===== src/rtl/tqbb_pkg.sv =====
// Shared types, widths, register indexes and fixed-point helpers for the
// transformed-quad bounding box pipeline. No dependencies.
`default_nettype none
package tqbb_pkg;

   localparam int FRAC_BITS  = 16;
   localparam int COORD_BITS = 32;
   // Local corners carry one extra fraction bit: 2*pos +- size.
   localparam int LOC_W      = COORD_BITS + 2;
   // Exact product of a coordinate and a local corner value.
   localparam int PROD_W     = COORD_BITS + LOC_W;
   // Integer edges and their differences.
   localparam int INT_W      = LOC_W - FRAC_BITS + 2;
   localparam int DIFF_W     = INT_W + 1;

   localparam int CSR_IDX_W  = 3;
   localparam int CSR_DATA_W = 32;
   localparam logic [CSR_IDX_W-1:0] CSR_VIEWPORT_MODE   = 3'd0;
   localparam logic [CSR_IDX_W-1:0] CSR_VIEWPORT_WIDTH  = 3'd1;
   localparam logic [CSR_IDX_W-1:0] CSR_VIEWPORT_HEIGHT = 3'd2;
   localparam logic [CSR_IDX_W-1:0] CSR_SCALE_X         = 3'd3;
   localparam logic [CSR_IDX_W-1:0] CSR_SCALE_Y         = 3'd4;

   typedef logic signed [COORD_BITS-1:0] coord_type;
   typedef logic signed [LOC_W-1:0]      local_type;
   typedef logic signed [PROD_W-1:0]     prod_type;
   typedef logic signed [INT_W-1:0]      int_type;
   typedef logic signed [DIFF_W-1:0]     diff_type;

   typedef struct packed {
      coord_type x;
      coord_type y;
   } corner_type;

   // Configuration seen by the pipeline stages.
   typedef struct packed {
      logic        viewport_mode;
      logic [15:0] viewport_width;
      logic [15:0] viewport_height;
      coord_type   scale_x;
      coord_type   scale_y;
   } cfg_type;

   // Saturate a wide signed value to the coordinate range.
   function automatic coord_type sat_coord(input prod_type v);
      coord_type r;
      if (v[PROD_W-1:COORD_BITS-1] == '0 || v[PROD_W-1:COORD_BITS-1] == '1) begin
         r = v[COORD_BITS-1:0];
      end else if (v[PROD_W-1]) begin
         r = {1'b1, {(COORD_BITS-1){1'b0}}};
      end else begin
         r = {1'b0, {(COORD_BITS-1){1'b1}}};
      end
      return r;
   endfunction

   // Floor of a fixed-point value to a whole number.
   function automatic int_type fx_floor(input local_type v);
      local_type q;
      q = v >>> FRAC_BITS;
      return INT_W'(q);
   endfunction

   // Ceiling of a fixed-point value to a whole number.
   function automatic int_type fx_ceil(input local_type v);
      logic signed [LOC_W:0] t;
      t = (LOC_W+1)'(v) + (LOC_W+1)'((1 << FRAC_BITS) - 1);
      t = t >>> FRAC_BITS;
      return INT_W'(t);
   endfunction

   // Round half away from zero.
   function automatic int_type fx_round(input local_type v);
      logic signed [LOC_W:0] t;
      logic signed [LOC_W:0] half;
      half = (LOC_W+1)'(1 << (FRAC_BITS - 1));
      if (!v[LOC_W-1]) begin
         t = ((LOC_W+1)'(v) + half) >>> FRAC_BITS;
      end else begin
         t = -(((-(LOC_W+1)'(v)) + half) >>> FRAC_BITS);
      end
      return INT_W'(t);
   endfunction

   function automatic logic signed [15:0] clamp_edge(input int_type v);
      logic signed [15:0] r;
      if (v > INT_W'(32767)) begin
         r = 16'sh7fff;
      end else if (v < -INT_W'(32768)) begin
         r = 16'sh8000;
      end else begin
         r = v[15:0];
      end
      return r;
   endfunction

   function automatic logic signed [16:0] clamp_span(input diff_type v);
      logic signed [16:0] r;
      if (v > DIFF_W'(65535)) begin
         r = 17'sh0ffff;
      end else if (v < -DIFF_W'(65536)) begin
         r = 17'sh10000;
      end else begin
         r = v[16:0];
      end
      return r;
   endfunction

endpackage
`default_nettype wire


===== src/rtl/tqbb_extent.sv =====
// Corner selection, conversion to whole units and box formation over three
// register stages; the last stage is the response register. Depends on tqbb_pkg.
`default_nettype none
module tqbb_extent (
   input  wire logic                 clock,
   input  wire logic                 reset,
   input  wire logic                 adv,
   input  wire tqbb_pkg::cfg_type    cfg,
   input  wire logic                 vld_in,
   input  wire tqbb_pkg::corner_type corner [4],
   output logic                      vld_out,
   output logic signed [15:0]        box_x,
   output logic signed [15:0]        box_y,
   output logic signed [16:0]        box_width,
   output logic signed [16:0]        box_height
);
   import tqbb_pkg::*;

   // Stage six: leftmost corner (first on ties) and the opposite edges.
   logic       s6_vld_ff, s6_mode_ff;
   local_type  lo_x_ff, lo_y_ff, hi_x_ff, hi_y_ff;
   logic [1:0] sel;
   local_type  ax, ay, bx, by, hw, hh;

   always_comb begin
      sel = 2'd0;
      for (int i = 1; i < 4; i++) begin
         if (corner[i].x < corner[sel].x) begin
            sel = 2'(i);
         end
      end
      ax = LOC_W'(corner[sel].x);
      ay = LOC_W'(corner[sel + 2'd3].y);
      bx = LOC_W'(corner[sel + 2'd2].x);
      by = LOC_W'(corner[sel + 2'd1].y);
      hw = LOC_W'(cfg.viewport_width)  <<< (FRAC_BITS - 1);
      hh = LOC_W'(cfg.viewport_height) <<< (FRAC_BITS - 1);
   end

   always_ff @(posedge clock) begin
      if (reset) begin
         s6_vld_ff <= 1'b0;
      end else if (adv) begin
         s6_vld_ff <= vld_in;
      end
   end

   always_ff @(posedge clock) begin
      if (adv) begin
         s6_mode_ff <= cfg.viewport_mode;
         if (cfg.viewport_mode) begin
            lo_x_ff <= hw - bx;
            lo_y_ff <= hh - by;
            hi_x_ff <= hw - ax;
            hi_y_ff <= hh - ay;
         end else begin
            lo_x_ff <= ax;
            lo_y_ff <= ay;
            hi_x_ff <= bx;
            hi_y_ff <= by;
         end
      end
   end

   // Stage seven: whole-unit edges.
   logic    s7_vld_ff, s7_mode_ff;
   int_type x_ff, y_ff, z_ff, w_ff;

   always_ff @(posedge clock) begin
      if (reset) begin
         s7_vld_ff <= 1'b0;
      end else if (adv) begin
         s7_vld_ff <= s6_vld_ff;
      end
   end

   always_ff @(posedge clock) begin
      if (adv) begin
         s7_mode_ff <= s6_mode_ff;
         x_ff       <= fx_floor(lo_x_ff);
         y_ff       <= fx_floor(lo_y_ff);
         z_ff       <= s6_mode_ff ? fx_round(hi_x_ff) : fx_ceil(hi_x_ff);
         w_ff       <= s6_mode_ff ? fx_round(hi_y_ff) : fx_ceil(hi_y_ff);
      end
   end

   // Stage eight: spans, absolute height in transform mode, clamping.
   logic               s8_vld_ff;
   logic signed [15:0] bx_ff, by_ff;
   logic signed [16:0] bw_ff, bh_ff;
   diff_type           wd, ht;

   always_comb begin
      wd = DIFF_W'(z_ff) - DIFF_W'(x_ff);
      ht = DIFF_W'(w_ff) - DIFF_W'(y_ff);
      if (!s7_mode_ff && ht[DIFF_W-1]) begin
         ht = -ht;
      end
   end

   always_ff @(posedge clock) begin
      if (reset) begin
         s8_vld_ff <= 1'b0;
      end else if (adv) begin
         s8_vld_ff <= s7_vld_ff;
      end
   end

   always_ff @(posedge clock) begin
      if (adv) begin
         bx_ff <= clamp_edge(x_ff);
         by_ff <= clamp_edge(y_ff);
         bw_ff <= clamp_span(wd);
         bh_ff <= clamp_span(ht);
      end
   end

   assign vld_out    = s8_vld_ff;
   assign box_x      = bx_ff;
   assign box_y      = by_ff;
   assign box_width  = bw_ff;
   assign box_height = bh_ff;

endmodule
`default_nettype wire


===== config.mk =====
export PLATFORM = sky130hd
export DESIGN_NAME = tqbb_extent
export DESIGN_NICKNAME = d
export VERILOG_FILES = /design/src/rtl/tqbb_pkg.sv /design/src/rtl/tqbb_extent.sv
export SDC_FILE = /design/constraint.sdc
export NUM_CORES = 1
export LEC_CHECK = 0
export BUFFER_PORTS_ARGS = -buffer_cell sky130_fd_sc_hd__clkbuf_2
export CAP_MARGIN = 20
export CORE_ASPECT_RATIO = 1.4
export CORE_MARGIN = 10
export CORE_UTILIZATION = 44
export DETAILED_ROUTE_END_ITERATION = 16
export GPL_ROUTABILITY_DRIVEN = 0
export PLACE_DENSITY = 0.76
export SLEW_MARGIN = 5
export SYNTH_ARGS = -nofsm -noshare
export SYNTH_HDL_FRONTEND = slang
export SYNTH_SLANG_ARGS = --single-unit
export TNS_END_PERCENT = 50

===== constraint.sdc =====
create_clock -name clock -period 39.1 [get_ports clock]
set_input_delay 5.865 -clock clock [delete_from_list [all_inputs] [get_ports clock]]
set_output_delay 5.865 -clock clock [all_outputs]
set_load 0.1 [all_outputs]

==> results of run 1 <==
## worst max path at each step
stage,to,cells after the start,slack (ns)
after global placement,lo_x_ff[31],45,18.85
after CTS,lo_x_ff[31],45,19.34
after floorplan,hi_y_ff[28],54,20.71
final,lo_x_ff[31],45,18.99
after global routing,hi_x_ff[30],49,18.24
after detailed placement,lo_x_ff[31],45,18.77
## sequential cells by signal, summed over array words and instances (netlist names), 16 cells and up
register    cells
y_ff           17
z_ff           20
box_width      17
hi_y_ff        33
lo_y_ff        17
box_x          16
lo_x_ff        17
x_ff           17
w_ff           20
hi_x_ff        33
box_y          16
box_height     17
## cell families (layout without fill, tap and decap cells)
| logic type | after synthesis | after routing | share of synthesized area (%) |
|---|---|---|---|
| mux | 206 | 206 | 8.44 |
| xor+xnor | 190 | 190 | 6.47 |
| other cells | 0 | 9 | 0 |
| buf+inv | 339 | 599 | 5.21 |
| simple gates | 1113 | 1113 | 20.3 |
| fa+ha+maj | 221 | 221 | 10.5 |
| flops | 245 | 245 | 28.5 |
| compound gates | 806 | 806 | 20.6 |
## worst max-delay path, delay by kind of cell
family,cells,cell delay (ns)
muxes,3,0.89
xor gates and xnor gates,1,0.14
adders and majority gates,4,1.23
AOI/OAI and AO/OA,23,6.04
and+or+nand+nor,8,3.68
buffers and inverters,6,2.36
## metal layers
layer,vias up,track usage (%)
li1,12000,-
met2,1044,38.9
met3,220,4.36
met5,-,0
met1,11400,26.3
met4,6,12.1
## area by class of cell
type	instances	area (sq um)
clock buffers	28	637
inverters	167	627
well taps	742	928
diodes	9	22.5
repair buffers	387	2020
flip-flops and latches	245	7330
fillers	5581	28900
clock inverters	17	183
multi-input cells	2536	17100
## power by group
group          internal [uW]  total [uW]  leakage (uW)  switching [uW]
logic                    562        1580       0.00919            1020
registers                438         516       0.00237            77.3
clock network            134         242      0.000403             109
total                   1130        2340        0.0120            1200
## per-stage QoR
| stage | utilization [%] | cells | setup slack, ns |
|---|---|---|---|
| finish | 50.0 | 4131 | 18.99 |
| global route | 50.0 | 4131 | 18.24 |
| CTS | 49.9 | 4121 | 19.34 |
| detailed placement | 48.5 | 4076 | 18.77 |
| global placement | 48.5 | 4075 | 18.85 |
| floorplan | - | 3120 | 20.71 |
## cells in the final DEF, fill, tap and decap left out, types with 100 or more instances in the layout
cell and n:
inv_1 165, o21ai_0 208, nand2_1 405, mux2i_1 139
a21oi_1 205, edfxtp_1 242, clkbuf_2 358, xnor2_1 137
nand3_1 100, ha_1 190, nor2_1 250
==> flow_summary.yaml, run 1 <==
run_status:
  run_status: "complete, no violations"
worst_setup_path:
  r2r_cells: 21
  rr_startpoint: "w_ff[0]"
  crit_path_top_delay_cell: "nand4_1"
  timing.rr.end: "box_height[0]"
  r2r_slack_ns: 32.72
  required_ns: 39.40
  crit_start: "corner[226]"
  slowest_delay_ns: 0.97
  start_kind: "input pin"
  setup.worst_path.end_class: "flop"
  crit_type: "in2reg"
  cp.arrival_ns: 20.40
  crit_fanout: 48
yosys:
  synth_top_area_share_pct: 28.2
  synth_ff_type: "edfxtp_1"
  synth.top_cells.by_count: "nand2_1 (407), nor2_1 (251), edfxtp_1 (242)"
  yosysSeqAreaShare_pct: 28.5
  synth_enable_flop_cells: 242
  netlist_instances: 3120
  synth_cell_type_count: 111
  synth_nets: 3669
  syn_area_sq_um: 25700
  avgSynthCellArea_sq_um: 8.25
  synth_warnings: 0
  synth-seq-cells: 245
  synth.area.top_cells: "edfxtp_1 (28%), ha_1 (9.2%), nand2_1 (5.9%), mux2i_1 (5.4%), xnor2_1 (4.7%)"
  yosys.area.top_type: "edfxtp_1"
  synth_most_common_cell: "nand2_1"
  async_flop_share_pct: 0
route:
  viasPerCell: 5.96
  wl_met1_microns: 31700
  vias: 24600
  drtAntennaViolNets: 0
  wl_met3_microns: 6170
  dr.pass1.iters: 7
  top_layer_used: "met5"
  wirelength_microns: 81600
  met2_length_microns: 39400
  wl_per_cell_microns: 19.8
  post-route-drc-count: 0
  drt-initial-drc-count: 2133
die:
  core_sq_um: 57800
  die-height_microns: 306
  placementRows: 104
  die_w_microns: 224
  ios: 424
  initial_core_util_pct: 44.5
  dieArea_sq_um: 68700
finish:
  area_growth_pct: 12.2
  fin_nets: 3911
  drive_gt1_share_pct: 16.7
  final_area_sq_um: 28900
clock_network:
  htreeDepth: 1
  path_clk_slew_ns: 0.06
  cts_buffers: 25
  root_buffer: "clkbuf_16"
  cts_setup_buffers: 0
  cts_tree: "yes"
  cts_resized: 0
  cts.sinks: 245
  clock_path_buffers: 3
  clkLatencyLatePin_ns: 0.57
  hold_buffers: 0
placed_design:
  placed_cell_area_sq_um: 28000
  hpwl_microns: 65300
  port_buffers: 359
worst_hold_path:
  hold_class: "reg2reg"
  min_from: "lo_x_ff[32]"
  hold_depth: 0
  holdPathEnd: "x_ff[16]"
timing:
  totalNegativeSetupSlack_ns: 0
  period_share_pct: 51.4
  setup-violations-final: 0
  period_needed_ns: 20.11
  fin_skew_ns: 0.0359
  rsz0062_at_grt: "false"
  slew_viol_final: 0
  hold_violations: 0
  whs_ns: 0.413
  max_freq_mhz: 49.7
  worstMarginPinSlew_ns: 1.11
  max-slew-margin-rel_pct: 25.5
pwr:
  total_power_uw: 2340
  ir_drop_mv: 0.0444
  power.density_nw_per_um2: 80.9
  p_leak_uw: 0.0120
global_routing:
  grt_usage_pct: 22.7
  grt_pass1_vias: 23500
  grt_pass1_wl_microns: 127000
  grt_max_degree: 105
  antenna_found_initial: 12
  grt_overflow: 0
run:
  cap_violations: 0
Note: power is estimated with default switching activity, not from simulation.
==> run 2: changes to the inputs <==
Clock period 39.1 ns to 21.1 ns, I/O delays scaled along.
==> flow_summary.yaml, run 2 (same netlist as run 1, synthesis figures left out) <==
run_status:
  run_status: "complete, no violations"
placed_design:
  pre_cts_slack_ns: 3.78
  port_buffers: 359
  hpwl_microns: 65400
route:
  wl_per_cell_microns: 19.8
  drt-initial-drc-count: 2115
  post-route-drc-count: 0
  drtAntennaViolNets: 0
  wirelength_microns: 81800
  viasPerCell: 5.98
  dr.pass1.iters: 6
  vias: 24700
timing:
  rsz0062_at_grt: "false"
  setup-violations-final: 0
  max_freq_mhz: 58.2
  period_share_pct: 81.4
  period_needed_ns: 17.18
  hold_violations: 0
  max-slew-margin-rel_pct: 25.3
  fin_skew_ns: 0.0162
  totalNegativeSetupSlack_ns: 0
  slew_viol_final: 0
  postLayoutSetupSlackWorst_ns: 3.92
  worstMarginPinSlew_ns: 1.12
die:
  die-height_microns: 306
  dieArea_sq_um: 68700
  core_sq_um: 57800
  initial_core_util_pct: 44.5
  ios: 424
  placementRows: 104
  die_w_microns: 224
finish:
  nFillCells: 5595
  fin_nets: 3912
  layout_commonest_cell: "nand2_1"
  area_growth_pct: 12.4
  largestRegisters: "hi_x_ff x33, hi_y_ff x33"
  drive_gt1_share_pct: 16.8
  most-common-layout-cells: "nand2_1 (405), clkbuf_2 (358), nor2_1 (250), edfxtp_1 (242), o21ai_0 (208)"
global_routing:
  grt_usage_pct: 22.6
  grt_max_degree: 105
  grt_pass1_vias: 23700
  grt_overflow: 0
  antenna_found_initial: 11
  grt_pass1_wl_microns: 126000
worst_setup_path:
  crit_fanout: 55
  setup.worst_path.end_class: "flop"
  r2r_slack_ns: 14.73
  cp_common_cell: "ha_1"
  cp.arrival_ns: 17.48
  required_ns: 21.40
  crit_path_top_delay_cell: "nand2_4"
  start_kind: "input pin"
  slowest_delay_ns: 0.93
  crit_type: "in2reg"
clock_network:
  cts_setup_buffers: 0
  htreeDepth: 1
  hold_buffers: 0
  root_buffer: "clkbuf_16"
  cts_resized: 0
  cts.sinks: 245
  cts_buffers: 26
  clock_path_buffers: 3
  path_clk_slew_ns: 0.06
  cts_tree: "yes"
  clkLatencyLatePin_ns: 0.55
run:
  cap_violations: 0
pwr:
  ir_drop_mv: 0.0803
  power.density_nw_per_um2: 150
  p_leak_uw: 0.0120
worst_hold_path:
  hold_class: "reg2reg"
==> run 2: cell count changes in the layout (fill, tap and decap cells not counted), sizes merged <==
cell / before / now
clkinv: 9 / 10
clkbuf: 386 / 389
buf: 29 / 28
==> run 2: report_power, final <==
group / internal (uW) / switching (uW)
combinational: 1040 / 1880
clock: 263 / 203
sequential: 813 / 145
total: 2120 / 2230
==> run 2: per-layer routing <==
metal,part of all wire (%),wire (microns),vias to the layer above,GRT usage [%]
li1,-,-,12000,-
met1,39,32000,11500,26.2
met2,49,39700,1014,39.7
met3,7.2,5890,221,3.53
met4,5.1,4190,6,11.6
met5,0.043,35,-,0
==> run 2: worst max-delay path: cells and delay by family <==
family | cells | cell delay, ns
AOI/OAI and AO/OA | 21 | 5.07
and+or+nand+nor | 8 | 3.85
adders and majority gates | 6 | 1.93
buffers and inverters | 5 | 1.76
muxes | 5 | 1.40
xor gates and xnor gates | 1 | 0.10
==> run 2: cell type report <==
cell class,instances,area [sq um],area share (%)
multi-input cells,2536,17100,59.2
flip-flops and latches,245,7330,25.3
repair buffers,387,2020,6.97
well taps,742,928,3.21
clock buffers,30,687,2.37
inverters,167,627,2.17
clock inverters,18,180,0.623
diodes,9,22.5,0.0779
==> run 2: path summary, 6_finish.rpt <==
path	startpoint	endpoint	depth (start not counted)
max	corner[226]	hi_y_ff[28]	46
min	lo_x_ff[21]	x_ff[5]	0
max reg2reg	w_ff[0]	box_height[0]	21
min reg2reg	lo_x_ff[21]	x_ff[5]	0
==> run 2: per-stage QoR <==
step                area (sq um)  utilization (%)  hold slack [ns]  std cells  power (uW)
finish                     28900             50.1            0.418       4134        4340
floorplan                  25700                -            0.400       3120        3190
global placement           28000             48.5            0.400       4075        3800
CTS                        28900             50.0            0.418       4123        4330
global route               28900             50.1            0.423       4133        4680
detailed placement         28000             48.5            0.405       4075        3850
